File: config.mk
export PLATFORM = sky130hd
export DESIGN_NAME = running_mean_stddev_top
export DESIGN_NICKNAME = d
export VERILOG_FILES = /design/src/hw/rtl/rmsd_pkg.sv /design/src/hw/rtl/running_mean_stddev_top.sv
export SDC_FILE = /design/constraint.sdc
export NUM_CORES = 2
export LEC_CHECK = 0
export BUFFER_PORTS_ARGS = -buffer_cell sky130_fd_sc_hd__buf_4
export CAP_MARGIN = 20
export CORE_UTILIZATION = 34
export DETAILED_ROUTE_END_ITERATION = 12
export PLACE_DENSITY = 0.52
export SLEW_MARGIN = 20
export SYNTH_ARGS = -nofsm -noshare
export SYNTH_HDL_FRONTEND = slang
export SYNTH_SLANG_ARGS = --single-unit
File: constraint.sdc
create_clock -name clk -period 13.45 [get_ports clk]
set_input_delay 0.6725 -clock clk [delete_from_list [all_inputs] [get_ports clk]]
set_output_delay 0.6725 -clock clk [all_outputs]
set_load 0.03 [all_outputs]
File: src/hw/rtl/rmsd_pkg.sv
`timescale 1ns / 1ps
// ----------------------------------------------------------------------------
// rmsd_pkg
// Types and constants shared by the running mean and deviation block.
// ----------------------------------------------------------------------------
package rmsd_pkg;

	localparam int SAMPLE_W    = 16;
	localparam int SAMPLE_FRAC = 8;
	localparam int FRAC_W      = 16;
	localparam int COUNT_W     = 16;
	localparam int MEAN_W      = 24;
	localparam int SD_W        = 24;
	localparam int DELTA_W     = MEAN_W + 1;
	localparam int PROD_W      = 2 * DELTA_W;
	localparam int SUM_W       = 64;
	localparam int ROOT_W      = SUM_W / 2;
	localparam int REM_W       = ROOT_W;
	localparam int SUB_W       = ROOT_W + 2;
	localparam int ITER_W      = 6;
	localparam int SCALE_SHIFT = FRAC_W - SAMPLE_FRAC;

	localparam logic [ITER_W-1:0] MEAN_STEP_LAST = ITER_W'(DELTA_W - 1);
	localparam logic [ITER_W-1:0] VAR_STEP_LAST  = ITER_W'(SUM_W - 1);
	localparam logic [ITER_W-1:0] ROOT_STEP_LAST = ITER_W'(ROOT_W - 1);

	typedef struct packed {
		logic signed [SAMPLE_W-1:0] sample;
		logic                       last_sample;
	} in_word_t;

	typedef struct packed {
		logic signed [MEAN_W-1:0] mean_out;
		logic [SD_W-1:0]          stddev_out;
		logic [COUNT_W-1:0]       samples_seen;
		logic                     series_end;
	} out_word_t;

	typedef enum logic [2:0] {
		ST_IDLE,
		ST_DIV_MEAN,
		ST_UPDATE,
		ST_MULT,
		ST_ACCUM,
		ST_DIV_VAR,
		ST_SQRT,
		ST_FINISH
	} state_t;

endpackage

File: src/hw/rtl/running_mean_stddev_top.sv
`timescale 1ns / 1ps
// ----------------------------------------------------------------------------
// running_mean_stddev_top
// Welford running mean and population standard deviation of a sample series.
// ----------------------------------------------------------------------------
// Each accepted word is one Q8.8 sample; the block answers with the running
// mean and the population standard deviation of the series so far, both in
// Q8.16, and a sample flagged as last closes the series and clears the state
// once its result is formed. One 34-bit subtractor does all the iterative
// work for a word, first 25 steps of the mean division, then 64 steps of the
// variance division and 32 steps of the square root, with further states for
// the mean update, the multiply, the accumulate, the hand-over to the output
// register and the return to idle. The input is stalled from acceptance until
// the return to idle, but a finished result may wait in the output register
// while the next sample is taken.
module running_mean_stddev_top
	import rmsd_pkg::*;
(
	input  logic      clk,
	input  logic      arst_n,
	input  logic      smp_valid,
	output logic      smp_stall,
	input  in_word_t  smp_word,
	output logic      res_valid,
	input  logic      res_stall,
	output out_word_t res_word
);

	state_t state_q, state_nx;

	logic [COUNT_W-1:0]       count_q;
	logic signed [MEAN_W-1:0] mean_q;
	logic [SUM_W-1:0]         sum_q;
	logic                     out_valid_q;
	logic [ITER_W-1:0]        iter_q;

	logic signed [MEAN_W-1:0] x_q;
	logic                     last_q;
	logic                     neg_q;
	logic [DELTA_W-1:0]       dmag_q;
	logic [PROD_W-1:0]        prod_q;
	logic [SUM_W-1:0]         dq_q;
	logic [REM_W-1:0]         rem_q;
	logic [ROOT_W-1:0]        root_q;
	out_word_t                out_q;

	logic                     smp_take;
	logic                     res_take;
	logic                     step_done;
	logic                     out_load;
	logic signed [MEAN_W-1:0] x_in;
	logic signed [DELTA_W-1:0] delta_in;
	logic [DELTA_W-1:0]       dmag_in;
	logic [COUNT_W-1:0]       count_inc;
	logic [DELTA_W-1:0]       quot;
	logic signed [DELTA_W-1:0] quot_signed;
	logic signed [DELTA_W-1:0] mean_new;
	logic signed [DELTA_W-1:0] delta2;
	logic [DELTA_W-1:0]       d2mag;
	logic [SUM_W:0]           sum_add;
	logic [SUM_W-1:0]         sum_sat;
	logic [SUB_W-1:0]         sub_a;
	logic [SUB_W-1:0]         sub_b;
	logic [SUB_W:0]           sub_diff;
	logic                     sub_ge;
	logic [SD_W-1:0]          sd_sat;

	assign smp_take = smp_valid && !smp_stall;
	assign res_take = out_valid_q && !res_stall;
	assign res_valid = out_valid_q;
	assign res_word = out_q;

	assign x_in = {smp_word.sample, SCALE_SHIFT'(0)};
	assign delta_in = DELTA_W'(x_in) - DELTA_W'(mean_q);
	assign dmag_in = delta_in[DELTA_W-1] ? DELTA_W'(-delta_in) : DELTA_W'(delta_in);
	assign count_inc = (count_q == '1) ? count_q : count_q + COUNT_W'(1);

	assign quot = dq_q[DELTA_W-1:0];
	assign quot_signed = neg_q ? -$signed(quot) : $signed(quot);
	assign mean_new = DELTA_W'(mean_q) + quot_signed;
	assign delta2 = DELTA_W'(x_q) - DELTA_W'(mean_q);
	assign d2mag = delta2[DELTA_W-1] ? DELTA_W'(-delta2) : DELTA_W'(delta2);

	assign sum_add = {1'b0, sum_q} + (SUM_W + 1)'(prod_q);
	assign sum_sat = sum_add[SUM_W] ? '1 : sum_add[SUM_W-1:0];

	assign sd_sat = (root_q[ROOT_W-1:SD_W] != '0) ? '1 : root_q[SD_W-1:0];

	// One subtractor serves both divisions and the square root.
	always_comb begin
		if (state_q == ST_SQRT) begin
			sub_a = {rem_q, dq_q[SUM_W-1 -: 2]};
			sub_b = {root_q, 2'b01};
		end else begin
			sub_a = SUB_W'({rem_q[COUNT_W-1:0], dq_q[SUM_W-1]});
			sub_b = SUB_W'(count_q);
		end
		sub_diff = {1'b0, sub_a} - {1'b0, sub_b};
		sub_ge = !sub_diff[SUB_W];
	end

	always_ff @(posedge clk or negedge arst_n) begin
		if (!arst_n) begin
			state_q <= ST_IDLE;
		end else begin
			state_q <= state_nx;
		end
	end

	always_comb begin
		state_nx = state_q;
		smp_stall = 1'b1;
		step_done = 1'b0;
		out_load = 1'b0;
		unique case (state_q)
			ST_IDLE: begin
				smp_stall = 1'b0;
				if (smp_valid) begin
					state_nx = ST_DIV_MEAN;
				end
			end
			ST_DIV_MEAN: begin
				step_done = (iter_q == MEAN_STEP_LAST);
				if (step_done) begin
					state_nx = ST_UPDATE;
				end
			end
			ST_UPDATE: state_nx = ST_MULT;
			ST_MULT:   state_nx = ST_ACCUM;
			ST_ACCUM:  state_nx = ST_DIV_VAR;
			ST_DIV_VAR: begin
				step_done = (iter_q == VAR_STEP_LAST);
				if (step_done) begin
					state_nx = ST_SQRT;
				end
			end
			ST_SQRT: begin
				step_done = (iter_q == ROOT_STEP_LAST);
				if (step_done) begin
					state_nx = ST_FINISH;
				end
			end
			ST_FINISH: begin
				if (!out_valid_q || !res_stall) begin
					out_load = 1'b1;
					state_nx = ST_IDLE;
				end
			end
			default: state_nx = ST_IDLE;
		endcase
	end

	always_ff @(posedge clk or negedge arst_n) begin
		if (!arst_n) begin
			count_q <= '0;
			mean_q <= '0;
			sum_q <= '0;
			out_valid_q <= 1'b0;
			iter_q <= '0;
		end else begin
			if (smp_take) begin
				count_q <= count_inc;
			end
			if (state_q == ST_UPDATE) begin
				mean_q <= mean_new[MEAN_W-1:0];
			end
			if (state_q == ST_ACCUM) begin
				sum_q <= sum_sat;
			end
			if (out_load && last_q) begin
				count_q <= '0;
				mean_q <= '0;
				sum_q <= '0;
			end
			if (out_load) begin
				out_valid_q <= 1'b1;
			end else if (res_take) begin
				out_valid_q <= 1'b0;
			end
			if (state_q == ST_DIV_MEAN || state_q == ST_DIV_VAR || state_q == ST_SQRT) begin
				iter_q <= step_done ? '0 : iter_q + ITER_W'(1);
			end else begin
				iter_q <= '0;
			end
		end
	end

	always_ff @(posedge clk) begin
		unique case (state_q)
			ST_IDLE: begin
				x_q <= x_in;
				last_q <= smp_word.last_sample;
				neg_q <= delta_in[DELTA_W-1];
				dmag_q <= dmag_in;
				dq_q <= {dmag_in, (SUM_W - DELTA_W)'(0)};
				rem_q <= '0;
			end
			ST_DIV_MEAN, ST_DIV_VAR: begin
				dq_q <= {dq_q[SUM_W-2:0], sub_ge};
				if (step_done && state_q == ST_DIV_VAR) begin
					rem_q <= '0;
					root_q <= '0;
				end else begin
					rem_q <= REM_W'(sub_ge ? sub_diff[COUNT_W-1:0] : sub_a[COUNT_W-1:0]);
				end
			end
			ST_UPDATE: begin
			end
			ST_MULT: begin
				prod_q <= dmag_q * d2mag;
			end
			ST_ACCUM: begin
				dq_q <= sum_sat;
				rem_q <= '0;
			end
			ST_SQRT: begin
				dq_q <= {dq_q[SUM_W-3:0], 2'b00};
				rem_q <= sub_ge ? sub_diff[REM_W-1:0] : sub_a[REM_W-1:0];
				root_q <= {root_q[ROOT_W-2:0], sub_ge};
			end
			ST_FINISH: begin
				if (out_load) begin
					out_q.mean_out <= mean_q;
					out_q.stddev_out <= sd_sat;
					out_q.samples_seen <= count_q;
					out_q.series_end <= last_q;
				end
			end
			default: begin
			end
		endcase
	end

endmodule

==> impl_metrics.yaml <==
drt:
  routedWlPerCell_um: 19.80
  ant_nets: 0
  drc: 0
  vias_per_cell: 5.215
  routed_wirelength_um: 132800
  first_iter_violations: 2311
  vias: 34980
  drt_first_pass_iters: 6
die:
  die_w_um: 367.8
  top_level_ports: 88
  coreArea_mm2: 0.1321
  design.die.area_mm2: 0.1352
  rows: 133
  initial_core_util_pct: 34.42
  die_h_um: 367.8
synth:
  synthCells: 4931
  netlist.area_leader.share_pct: 23.28
  yosys_warnings: 0
  synthTopCellsByArea: "fa_1, edfxtp_1, ha_1"
  synthesis.area_mm2: 0.04548
  yosysMostFrequentCell: "inv_1"
  ys_ff_latch: 400
  synth_top_area_cell: "fa_1"
  synth_ff_type: "edfxtp_1"
  syn_area_per_cell_um2: 9.224
  synth_commonest_cells: "inv_1, nand2_1, fa_1, ha_1, a21oi_1"
  ys_seq_area_share_pct: 25.15
  synth-edff-count: 286
  synthesis.nets: 5811
  synth_cell_types: 94
  async_flop_share_pct: 28.50
sta:
  fin_skew_ns: 0.01679
  slew_violations: 0
  tns_ns: 0
  finalCritPeriodShare_pct: 86.76
  final.min_clock_period_ns: 11.67
  tightest_slew_ns: 1.082
  slew_headroom_pct: 27.79
  setup_viol: 0
  rsz0062_at_grt: "false"
  finalHoldViolCount: 0
  fmax_mhz: 85.70
placed_design:
  gp_congestion: 0.8879
  hpwl_um: 100100
  port_buffers: 87
power:
  ir_drop_mv: 0.08907
  p_total_mw: 2.645
  power.leakage_nw: 22.60
  power.density_mw_per_mm2: 53.19
clock_tree:
  clk_path_buf_depth: 3
  cts-htree-levels: 2
  cts_tree: "built"
  cts_setup_buffers: 0
  clk_pin_slew_worst_paths_ns: 0.06
  cts.sinks: 400
  numCtsBuffers: 47
  postCtsResizedCells: 0
  cts_hold_buffers: 0
  clockRootBuffer: "clkbuf_16"
  clock_latency_ns: 0.61
worst_setup_path:
  cpMostUsedCell: "fa_1"
  critPathKind: "flip-flop to flip-flop"
  crit_fanout: 18
  cp_slowest_stage_delay_ns: 0.87
  ff2ff_setup_slack_ns: 1.78
  crit_slowest_cell: "xor2_2"
  end_kind: "flip-flop"
  start_kind: "flip-flop"
  worstPathArrival_ns: 12.01
  required_ns: 13.79
global_route:
  grt_max_degree: 74
  grt_usage_pct: 19.63
  antenna_found_initial: 6
  grt_pass1_wl_um: 210000
  grt_pass1_vias: 36000
  grt-ovfl-total: 0
cells_and_area:
  drive_above_1_share_pct: 7.027
  n_antenna_cell: 0
  area_growth_pct: 9.306
  nNetsFinal: 5793
run_status:
  outcome: "completed"
job:
  drv_cap: 0
min_path:
  hold_class: "primary input to async pin"
per-stage QoR:
step	setup WS (ns)	cell area [um2]	cells	util (%)	hold slack, ns
finish	1.781	49720	6707	37.63	0.1547
floorplan	3.319	45480	4931	-	0.3769
detailed placement	1.862	48210	6619	36.48	0.4797
CTS	1.834	49720	6707	37.63	0.1734
global route	1.234	49720	6707	37.63	0.2018
global placement	2.064	48190	6619	36.47	0.4722
cell type report:
cell class	instances	area, um2
repair buffers	169	1269
well taps	1755	2196
flip-flops and latches	400	11440
clock buffers	63	1266
clock inverters	25	246.5
multi-input cells	3608	30720
fillers	13500	82410
inverters	687	2579
final timing paths:
path / startpoint / end / cells after the start
worst min register to register: last_q / res_word[0] / 0
min in group clk: smp_word[0] / last_q / 1
worst max-delay path: mean_q[1] / prod_q[43] / 36
max in group asynchronous: arst_n / sum_q[21] / 2
worst max register to register: mean_q[1] / prod_q[43] / 36
worst min-delay path: arst_n / mean_q[17] / 1
power by group:
part                   switching, mW  leakage [nW]  internal [mW]  total, mW
clock network                  0.561         0.733          0.726       1.29
registers      0.0000000000000000360          3.82           1.31       1.31
logic                         0.0323          18.1         0.0148     0.0471
critical path, delay by kind of cell, from the launching register on:
kind / cells / cell delay, ns
fa+ha+maj: 9 / 4.07
flops: 1 / 0.68
xor+xnor: 2 / 1.00
simple gates: 6 / 1.39
compound gates: 14 / 3.86
buf+inv: 5 / 0.35
flip-flops by register name, indices dropped and copies added (netlist names), 16 cells and up:
signal	flops
res_word	65
dq_q	64
sum_q	64
prod_q	50
rem_q	32
root_q	32
dmag_q	25
mean_q	24
count_q	16
x_q	16
routing by layer:
metal  global-route usage [%]  vias to the layer above  share of wire [%]
met4                    3.886                        0                1.9
met1                    27.44                    17800                 46
met2                    33.45                      759                 48
li1                         -                    16280                  -
met3                    1.268                      139                3.7
met5                        0                        -                  0
layout by cell type, fill, tap and decap left out, types with 78 or more instances in the layout:
cell type	instances
xor2_1	90
edfxtp_1	286
inv_1	687
and2_1	193
xnor2_1	147
nand3_1	80
dfrtp_1	113
nor2_1	246
ha_1	330
o21ai_0	174
nand2_1	649
and3_1	78
a21oi_1	324
buf_4	169
fa_1	529
kinds of logic (layout without fill, tap and decap cells):
group | Yosys count | in the layout | synth area share [%]
AND/OR/NAND/NOR | 1553 | 1553 | 16.41
AO/OA/AOI/OAI | 913 | 913 | 12.62
adder cells (fa/ha/maj) | 859 | 859 | 32.36
multiplexers | 23 | 23 | 0.5089
XOR/XNOR | 260 | 260 | 5.188
flip-flops | 400 | 400 | 25.15
buffers and inverters | 923 | 944 | 7.763
(Power assumes the default switching activity.)
